<file path="src/flsa_pkg.sv">
// flsa_pkg: shared types and constants of the free-list slot allocator
// used by flsa_ctrl, flsa_datapath and the top level; no dependencies

package flsa_pkg;

  localparam int CMD_W    = 2;
  localparam int SLOT_W   = 6;
  localparam int TAG_W    = 16;
  localparam int STATUS_W = 2;
  localparam int CAP_W    = 7;
  localparam int DATA_W   = 24;

  localparam logic [CAP_W-1:0] CAP_RESET = 7'd64;

  localparam logic [CMD_W-1:0] CMD_ALLOC  = 2'd0;
  localparam logic [CMD_W-1:0] CMD_LOOKUP = 2'd1;
  localparam logic [CMD_W-1:0] CMD_FREE   = 2'd2;

  localparam logic [STATUS_W-1:0] ST_OK         = 2'd0;
  localparam logic [STATUS_W-1:0] ST_FULL       = 2'd1;
  localparam logic [STATUS_W-1:0] ST_NOT_IN_USE = 2'd2;

  typedef enum logic [1:0] {
    S_IDLE,
    S_EXEC,
    S_FIN
  } state_t;

  typedef struct packed {
    logic load;
    logic exec;
    logic finish;
  } ctrl_t;

  typedef struct packed {
    logic out_free;
  } stat_t;

endpackage

</file>
<file path="src/flsa_ctrl.sv">
// flsa_ctrl: controller state machine of the slot allocator
// depends on flsa_pkg; drives flsa_datapath through ctrl_t

module flsa_ctrl (
  input  logic            clk,
  input  logic            rst_n,
  input  logic            in_tvalid,
  output logic            in_tready,
  input  flsa_pkg::stat_t stat,
  output flsa_pkg::ctrl_t ctrl
);

  flsa_pkg::state_t state_r, state_nxt;

  always_ff @(posedge clk) begin
    if (!rst_n) begin
      state_r <= flsa_pkg::S_IDLE;
    end else begin
      state_r <= state_nxt;
    end
  end

  always_comb begin
    state_nxt = state_r;
    unique case (state_r)
      flsa_pkg::S_IDLE: begin
        if (in_tvalid) state_nxt = flsa_pkg::S_EXEC;
      end
      flsa_pkg::S_EXEC: begin
        state_nxt = flsa_pkg::S_FIN;
      end
      flsa_pkg::S_FIN: begin
        if (stat.out_free) state_nxt = in_tvalid ? flsa_pkg::S_EXEC : flsa_pkg::S_IDLE;
      end
      default: begin
        state_nxt = flsa_pkg::S_IDLE;
      end
    endcase
  end

  always_comb begin
    in_tready   = 1'b0;
    ctrl.exec   = 1'b0;
    ctrl.finish = 1'b0;
    unique case (state_r)
      flsa_pkg::S_IDLE: begin
        in_tready = 1'b1;
      end
      flsa_pkg::S_EXEC: begin
        ctrl.exec = 1'b1;
      end
      flsa_pkg::S_FIN: begin
        in_tready   = stat.out_free;
        ctrl.finish = stat.out_free;
      end
      default: begin
        in_tready = 1'b0;
      end
    endcase
    ctrl.load = in_tvalid && in_tready;
  end

endmodule

</file>
<file path="src/flsa_datapath.sv">
// flsa_datapath: free list, in-use bits, tag store, counters and output register
// depends on flsa_pkg; sequenced by flsa_ctrl

module flsa_datapath #(
  parameter int SLOTS = 64
) (
  input  logic                          clk,
  input  logic                          rst_n,
  input  flsa_pkg::ctrl_t               ctrl,
  output flsa_pkg::stat_t               stat,
  input  logic [flsa_pkg::DATA_W-1:0]   in_tdata,
  input  logic                          cfg_wen,
  input  logic [flsa_pkg::CAP_W-1:0]    cfg_wdata,
  output logic                          out_tvalid,
  input  logic                          out_tready,
  output logic [flsa_pkg::DATA_W-1:0]   out_tdata
);

  localparam int LW     = $clog2(SLOTS + 1);
  localparam int AW     = $clog2(SLOTS);
  localparam int VSLOTS = (SLOTS < 64) ? SLOTS : 64;
  localparam int VW     = $clog2(VSLOTS);
  localparam int CMPW   = (LW > flsa_pkg::CAP_W) ? LW : flsa_pkg::CAP_W;
  localparam int SW     = (LW > flsa_pkg::SLOT_W) ? LW : flsa_pkg::SLOT_W;
  localparam logic [LW-1:0] NONE = LW'(SLOTS);

  // latched word
  logic [flsa_pkg::CMD_W-1:0]  cmd_r;
  logic [flsa_pkg::SLOT_W-1:0] slot_r;
  logic [flsa_pkg::TAG_W-1:0]  tag_r;

  logic [flsa_pkg::CAP_W-1:0] capacity_r;
  logic [LW-1:0]              head_r;
  logic [LW-1:0]              hwm_r;
  logic [LW-1:0]              count_r;
  logic [VSLOTS-1:0]          valid_r;

  logic [LW-1:0]              link_mem [SLOTS];
  logic [flsa_pkg::TAG_W-1:0] class_mem [VSLOTS];
  logic [LW-1:0]              link_rd_r;
  logic [flsa_pkg::TAG_W-1:0] class_rd_r;

  logic [flsa_pkg::STATUS_W-1:0] res_status_r, res_status_nxt;
  logic [flsa_pkg::SLOT_W-1:0]   res_slot_r, res_slot_nxt;
  logic [flsa_pkg::TAG_W-1:0]    res_tag_r, res_tag_nxt;
  logic                          res_use_class_r, res_use_class_nxt;
  logic                          res_pop_r;
  logic                          res_fresh_r;

  logic                          out_valid_r;
  logic [flsa_pkg::DATA_W-1:0]   out_data_r;

  logic in_range, valid_hit, list_empty, at_cap, alloc_ok, free_ok, head_vis;

  assign in_range   = SW'(slot_r) < SW'(SLOTS);
  assign valid_hit  = in_range && valid_r[VW'(slot_r)];
  assign list_empty = (head_r == NONE);
  assign at_cap     = CMPW'(count_r) >= CMPW'(capacity_r);
  assign alloc_ok   = (cmd_r == flsa_pkg::CMD_ALLOC) && !list_empty && !at_cap;
  assign free_ok    = (cmd_r == flsa_pkg::CMD_FREE) && valid_hit;
  assign head_vis   = head_r < LW'(VSLOTS);

  always_comb begin
    res_status_nxt    = flsa_pkg::ST_NOT_IN_USE;
    res_slot_nxt      = slot_r;
    res_tag_nxt       = '0;
    res_use_class_nxt = 1'b0;
    case (cmd_r)
      flsa_pkg::CMD_ALLOC: begin
        if (alloc_ok) begin
          res_status_nxt = flsa_pkg::ST_OK;
          res_slot_nxt   = flsa_pkg::SLOT_W'(head_r);
          res_tag_nxt    = tag_r;
        end else begin
          res_status_nxt = flsa_pkg::ST_FULL;
          res_slot_nxt   = '0;
        end
      end
      flsa_pkg::CMD_LOOKUP: begin
        if (valid_hit) begin
          res_status_nxt    = flsa_pkg::ST_OK;
          res_use_class_nxt = 1'b1;
        end
      end
      flsa_pkg::CMD_FREE: begin
        if (valid_hit) res_status_nxt = flsa_pkg::ST_OK;
      end
      default: begin
        res_status_nxt = flsa_pkg::ST_NOT_IN_USE;
      end
    endcase
  end

  // control state
  always_ff @(posedge clk) begin
    if (!rst_n) begin
      capacity_r  <= flsa_pkg::CAP_RESET;
      head_r      <= '0;
      hwm_r       <= '0;
      count_r     <= '0;
      valid_r     <= '0;
      out_valid_r <= 1'b0;
    end else begin
      if (cfg_wen) capacity_r <= cfg_wdata;
      if (ctrl.exec && alloc_ok) begin
        count_r <= count_r + LW'(1);
        if (head_vis) valid_r[VW'(head_r)] <= 1'b1;
        if (head_r == hwm_r) hwm_r <= hwm_r + LW'(1);
      end
      if (ctrl.exec && free_ok) begin
        valid_r[VW'(slot_r)] <= 1'b0;
        head_r               <= LW'(slot_r);
        if (count_r != '0) count_r <= count_r - LW'(1);
      end
      if (ctrl.finish && res_pop_r) begin
        head_r <= res_fresh_r ? head_r + LW'(1) : link_rd_r;
      end
      if (ctrl.finish) begin
        out_valid_r <= 1'b1;
      end else if (out_tready) begin
        out_valid_r <= 1'b0;
      end
    end
  end

  // payload
  always_ff @(posedge clk) begin
    if (ctrl.load) begin
      cmd_r  <= in_tdata[1:0];
      slot_r <= in_tdata[7:2];
      tag_r  <= in_tdata[23:8];
    end
    if (ctrl.exec) begin
      res_status_r    <= res_status_nxt;
      res_slot_r      <= res_slot_nxt;
      res_tag_r       <= res_tag_nxt;
      res_use_class_r <= res_use_class_nxt;
      res_pop_r       <= alloc_ok;
      res_fresh_r     <= (head_r == hwm_r);
    end
    if (ctrl.finish) begin
      out_data_r <= {(res_use_class_r ? class_rd_r : res_tag_r), res_slot_r, res_status_r};
    end
  end

  // link store, read for the pop and written on free
  always_ff @(posedge clk) begin
    if (ctrl.exec && free_ok) link_mem[AW'(slot_r)] <= head_r;
    link_rd_r <= link_mem[AW'(head_r)];
  end

  // tag store
  always_ff @(posedge clk) begin
    if (ctrl.exec && alloc_ok && head_vis) class_mem[VW'(head_r)] <= tag_r;
    class_rd_r <= class_mem[VW'(slot_r)];
  end

  assign stat.out_free = !out_valid_r || out_tready;
  assign out_tvalid    = out_valid_r;
  assign out_tdata     = out_data_r;

endmodule

</file>
<file path="src/free_list_slot_allocator.sv">
// free_list_slot_allocator: top level of the slot allocator
// instantiates flsa_ctrl and flsa_datapath; uses flsa_pkg
//
// Hands out slots of a fixed pool from a last-in first-out free list.
// Input channel in_*: one word per command (allocate, lookup, free).
// Result channel out_*: exactly one word per accepted command, in order.
// Configuration: cfg_wen/cfg_wdata write the capacity register (reset 64),
// which the user must do only while no command is in flight; the block
// does not enforce this. A word is latched, its result is registered in
// the execute state and loaded into the output register in the finish
// state. An allocate's pop reads the next link from the link memory in the
// execute state; the head is set in the finish state. A new command is
// taken in the cycle the previous result enters the output register.
// Reset: the free list holds every slot in order, no slot is in use, the
// count is zero; no clearing pass is needed and the block is ready at once.
// Receiver stall: the output register holds its word; after one more
// command has been executed the input side stalls until out_tready.

module free_list_slot_allocator #(
  parameter int SLOTS = 64
) (
  input  logic        clk,
  input  logic        rst_n,
  input  logic        in_tvalid,
  output logic        in_tready,
  input  logic [23:0] in_tdata,   // cmd[1:0], slot[7:2], class_tag[23:8]
  output logic        out_tvalid,
  input  logic        out_tready,
  output logic [23:0] out_tdata,  // status[1:0], slot_out[7:2], class_out[23:8]
  input  logic        cfg_wen,
  input  logic [6:0]  cfg_wdata
);

  flsa_pkg::ctrl_t ctrl;
  flsa_pkg::stat_t stat;

  flsa_ctrl u_ctrl (
    .clk       (clk),
    .rst_n     (rst_n),
    .in_tvalid (in_tvalid),
    .in_tready (in_tready),
    .stat      (stat),
    .ctrl      (ctrl)
  );

  flsa_datapath #(
    .SLOTS (SLOTS)
  ) u_dp (
    .clk        (clk),
    .rst_n      (rst_n),
    .ctrl       (ctrl),
    .stat       (stat),
    .in_tdata   (in_tdata),
    .cfg_wen    (cfg_wen),
    .cfg_wdata  (cfg_wdata),
    .out_tvalid (out_tvalid),
    .out_tready (out_tready),
    .out_tdata  (out_tdata)
  );

endmodule

</file>
<file path="config.mk">
export PLATFORM = sky130hd
export DESIGN_NAME = free_list_slot_allocator
export DESIGN_NICKNAME = d
export VERILOG_FILES = /design/src/flsa_pkg.sv /design/src/flsa_ctrl.sv /design/src/flsa_datapath.sv /design/src/free_list_slot_allocator.sv
export SDC_FILE = /design/constraint.sdc
export NUM_CORES = 2
export LEC_CHECK = 0
export BUFFER_PORTS_ARGS = -buffer_cell sky130_fd_sc_hd__buf_2
export CORE_ASPECT_RATIO = 1.4
export CORE_MARGIN = 2
export CORE_UTILIZATION = 60
export CTS_CLUSTER_SIZE = 24
export DETAILED_ROUTE_END_ITERATION = 8
export HOLD_SLACK_MARGIN = 0.15
export PLACE_DENSITY = 0.76
export SYNTH_ARGS = -nofsm -noshare
export SYNTH_HDL_FRONTEND = slang
export SYNTH_SLANG_ARGS = --single-unit
</file>
<file path="constraint.sdc">
create_clock -name clk -period 6.4 [get_ports clk]
set_input_delay 0.64 -clock clk [delete_from_list [all_inputs] [get_ports clk]]
set_output_delay 0.64 -clock clk [all_outputs]
set_load 0.01 [all_outputs]
</file>
==> impl_results.md <==
* Root Buffer: clkbuf_16
* Yosys reg bits at about 1700
* Share of the synthesized area in the top cell type at 0.744
* Synth top cells by count: edfxtp_1, a22oi_1, nor2_1
* RSZ-0062 raised after global routing: no
* CP Capture Type: flip-flop
* Starting DRT DRC Count at 6009
* Worst VDD drop at 0.362 mV
* Largest net degree at the start of global routing at ~110
* Worst setup margin at 1.74 ns
* Crit path max fanout at 23
* DP Worst Slack at 1.93 ns
* GR Overflow Total at 0
* Worst Path Required at 6.83 ns
* Overall routing resource usage at 0.338
* Starting density of the core at 0.602
* Async set or reset register ratio after synthesis at 0
* H-Tree Depth at 4
* Most used DFF post-synth: edfxtp_1
* Pre-antenna DRT Iters at 8
* Clock skew at around 0.033 ns
* Cell Area, Synth at 62500 µm²
* Net Count, Synth at between 3000 and 4000
* Die H at 386 µm
* Die Wd at 277 µm
* Port bufs at 61
* Drt total wl at around 180000 µm
* # DRC at 0
* Post-synth EDFFs at 1547
* P_leak at 0.0223 µW
* Fin Setup TNS at 0 ns
* DP Wirelength at around 110000 µm
* Initial antenna violation count at 3
* Yosys top cell by area: edfxtp_1
* Syn_area_per_cell at about 17 µm²
* Fmax at about 0.21 GHz
* Clk sinks at 1665
* Clock buffer depth at 3
* Slew headroom at 0.0706
* Run status: finished clean
* Netlist cell types at 65
* Share of post-route cells with drive strength above 1 at 0.179
* First-pass GRT wire length at between 200000 and 300000 µm
* Vias in the first global route at between 30000 and 40000
* Clock-pin slew on the worst setup and hold paths at 0.07 ns
* Fin crit period at 4.66 ns
* Crit path DAT at 5.10 ns
* Core area at 104000 µm²
* Row count at 140
* Vias/cell at a little over 7
* CP Launch Type: flip-flop
* Insertion delay to the later sink of the worst-skew pair at between 0.7 and 0.8 ns
* Setup bufs post-CTS at 0
* PwrDens at approximately 310 nW/µm²
* Yosys warns at 0
* Maxcap violations at 0
* Sequential element share of the synthesized area at 0.781
* Hold Vio Cnt, Final at 0
* CTS tree: built
* Die area at 107000 µm²
* Total CTS buffers at 147
* Final setup vio count at 0
* Final Net Count at 3833
* Crit Path Class: flip-flop to flip-flop
* Routed wire per std cell at 34.5 µm
* Io pins at 62
* Area growth syn-to-layout at 12.5%
* Routed Antenna Nets at 0
* GP Congestion at 0.933
* Top-count cell post-synth: edfxtp_1
* Synth top area cells: edfxtp_1, a22oi_1, dfxtp_1
* Post-Syn Instances at about 3600
* Worst-Margin Slew at 1.39 ns
* Hold WC Path Type: input pin to flip-flop
* Final Max Slew Viols at 0
* Period utilization at 0.729
* Post_cts resized at 0
* Via count at 37894
[critical path, stage by stage, from the launching register on]
cell and delay, ns:
edfxtp_1 0.79, inv_1 0.43, nand2_1 0.83, nor3_1 0.16
or4_4 0.61, o21bai_4 0.66, or2_2 0.56, nor2_1 0.25
[report_power, final]
group,total [µW],internal (µW),switching (µW)
clock network,8910,4980,3930
logic,1050,291,754
registers,12000,11900,63.9
total,21900,17200,4750
[placed cells by master (no fill, tap or decap), types with 11 or more instances in the layout]
cell / count
and2_1: 18
a31oi_1: 72
dlygate4sd3_1: 33
nand4_1: 55
nor3_1: 21
clkbuf_16: 152
clkinv_1: 23
dfxtp_1: 111
nor2_1: 141
a221oi_1: 128
a211oi_1: 13
mux2i_1: 101
clkbuf_1: 23
nand2_1: 78
clkinv_2: 28
bufinv_16: 12
o22ai_1: 26
a22oi_1: 400
ha_1: 14
o221a_2: 45
a22o_1: 83
nor3_2: 63
mux4_2: 24
a21oi_1: 83
nand2b_1: 12
edfxtp_1: 1547
nand3_1: 25
inv_1: 19
buf_4: 158
nor2b_1: 12
a41oi_1: 11
o21ai_0: 52
o211ai_1: 18
buf_2: 61
mux2_2: 68
[per-layer routing]
metal	GRT usage	up-vias	share of wire
met1	0.401	18763	0.32
met4	0.251	4	0.088
met3	0.0784	717	0.12
li1	-	15228	-
met5	0	-	0.00012
met2	0.545	3182	0.48
[registers in the layout (all words and copies together) (netlist names), 6 cells and up]
register	cells
u_dp.hwm_r	7
u_dp.capacity_r	7
u_dp.class_rd_r	16
u_dp.link_rd_r	7
u_dp.res_tag_r	16
u_dp.slot_r	6
u_dp.valid_r	64
u_dp.out_tdata	24
u_dp.tag_r	16
u_dp.count_r	7
u_dp.res_slot_r	6
u_dp.link_mem	448
u_dp.head_r	7
u_dp.class_mem	1024
[repair_timing]
action | in CTS | in global routing
endpoints found under the hold margin | 33 | 0
setup endpoints to repair | 0 | 0
hold buffers | 33 | 0
[kinds of logic (layout without fill, tap and decap cells)]
logic type,count (synthesis),in the layout,share of synthesized area
other cells,0,3,0
compound gates,975,975,0.118
fa+ha+maj,14,14,0.00280
xor+xnor,17,17,0.00238
buf+inv,269,549,0.0197
flops,1665,1665,0.781
simple gates,491,491,0.0383
mux,193,193,0.0371
[final cells by class]
type,instances,area [µm²]
antenna,3,7.51
clock buffer,185,4030
clock inverter,85,817
fill,6543,33400
inverter,21,78.8
multi-input combinational,1690,12900
sequential,1665,48800
tap,1349,1690
timing repair buffer,258,1940
[per-stage QoR]
| step | cells | area [µm²] | hold slack (ns) | utilization | total power, µW |
|---|---|---|---|---|---|
| 2_1_floorplan | 3624 | 62500 | 0.400 | - | 12700 |
| 3_3_place_gp | 4950 | 65100 | 0.402 | 0.628 | 13200 |
| 3_5_place_dp | 4950 | 65100 | 0.405 | 0.628 | 13200 |
| 4_1_cts | 5253 | 70200 | 0.196 | 0.677 | 21900 |
| 5_1_grt | 5253 | 70300 | 0.261 | 0.677 | 22400 |
| 6_report | 5256 | 70300 | 0.289 | 0.678 | 21900 |
[path summary, 6_finish.rpt]
path                                              to  slack (ns)  cells after the start               start
worst max register to register  u_dp.link_mem[20][4]        1.74                      7      u_dp.slot_r[4]
worst min-delay path              u_dp.capacity_r[0]        0.29                      3             cfg_wen
worst min register to register     u_dp.out_tdata[5]        0.42                      0  u_dp.res_slot_r[3]
worst max-delay path            u_dp.link_mem[20][4]        1.74                      7      u_dp.slot_r[4]
(Power assumes the default switching activity.)
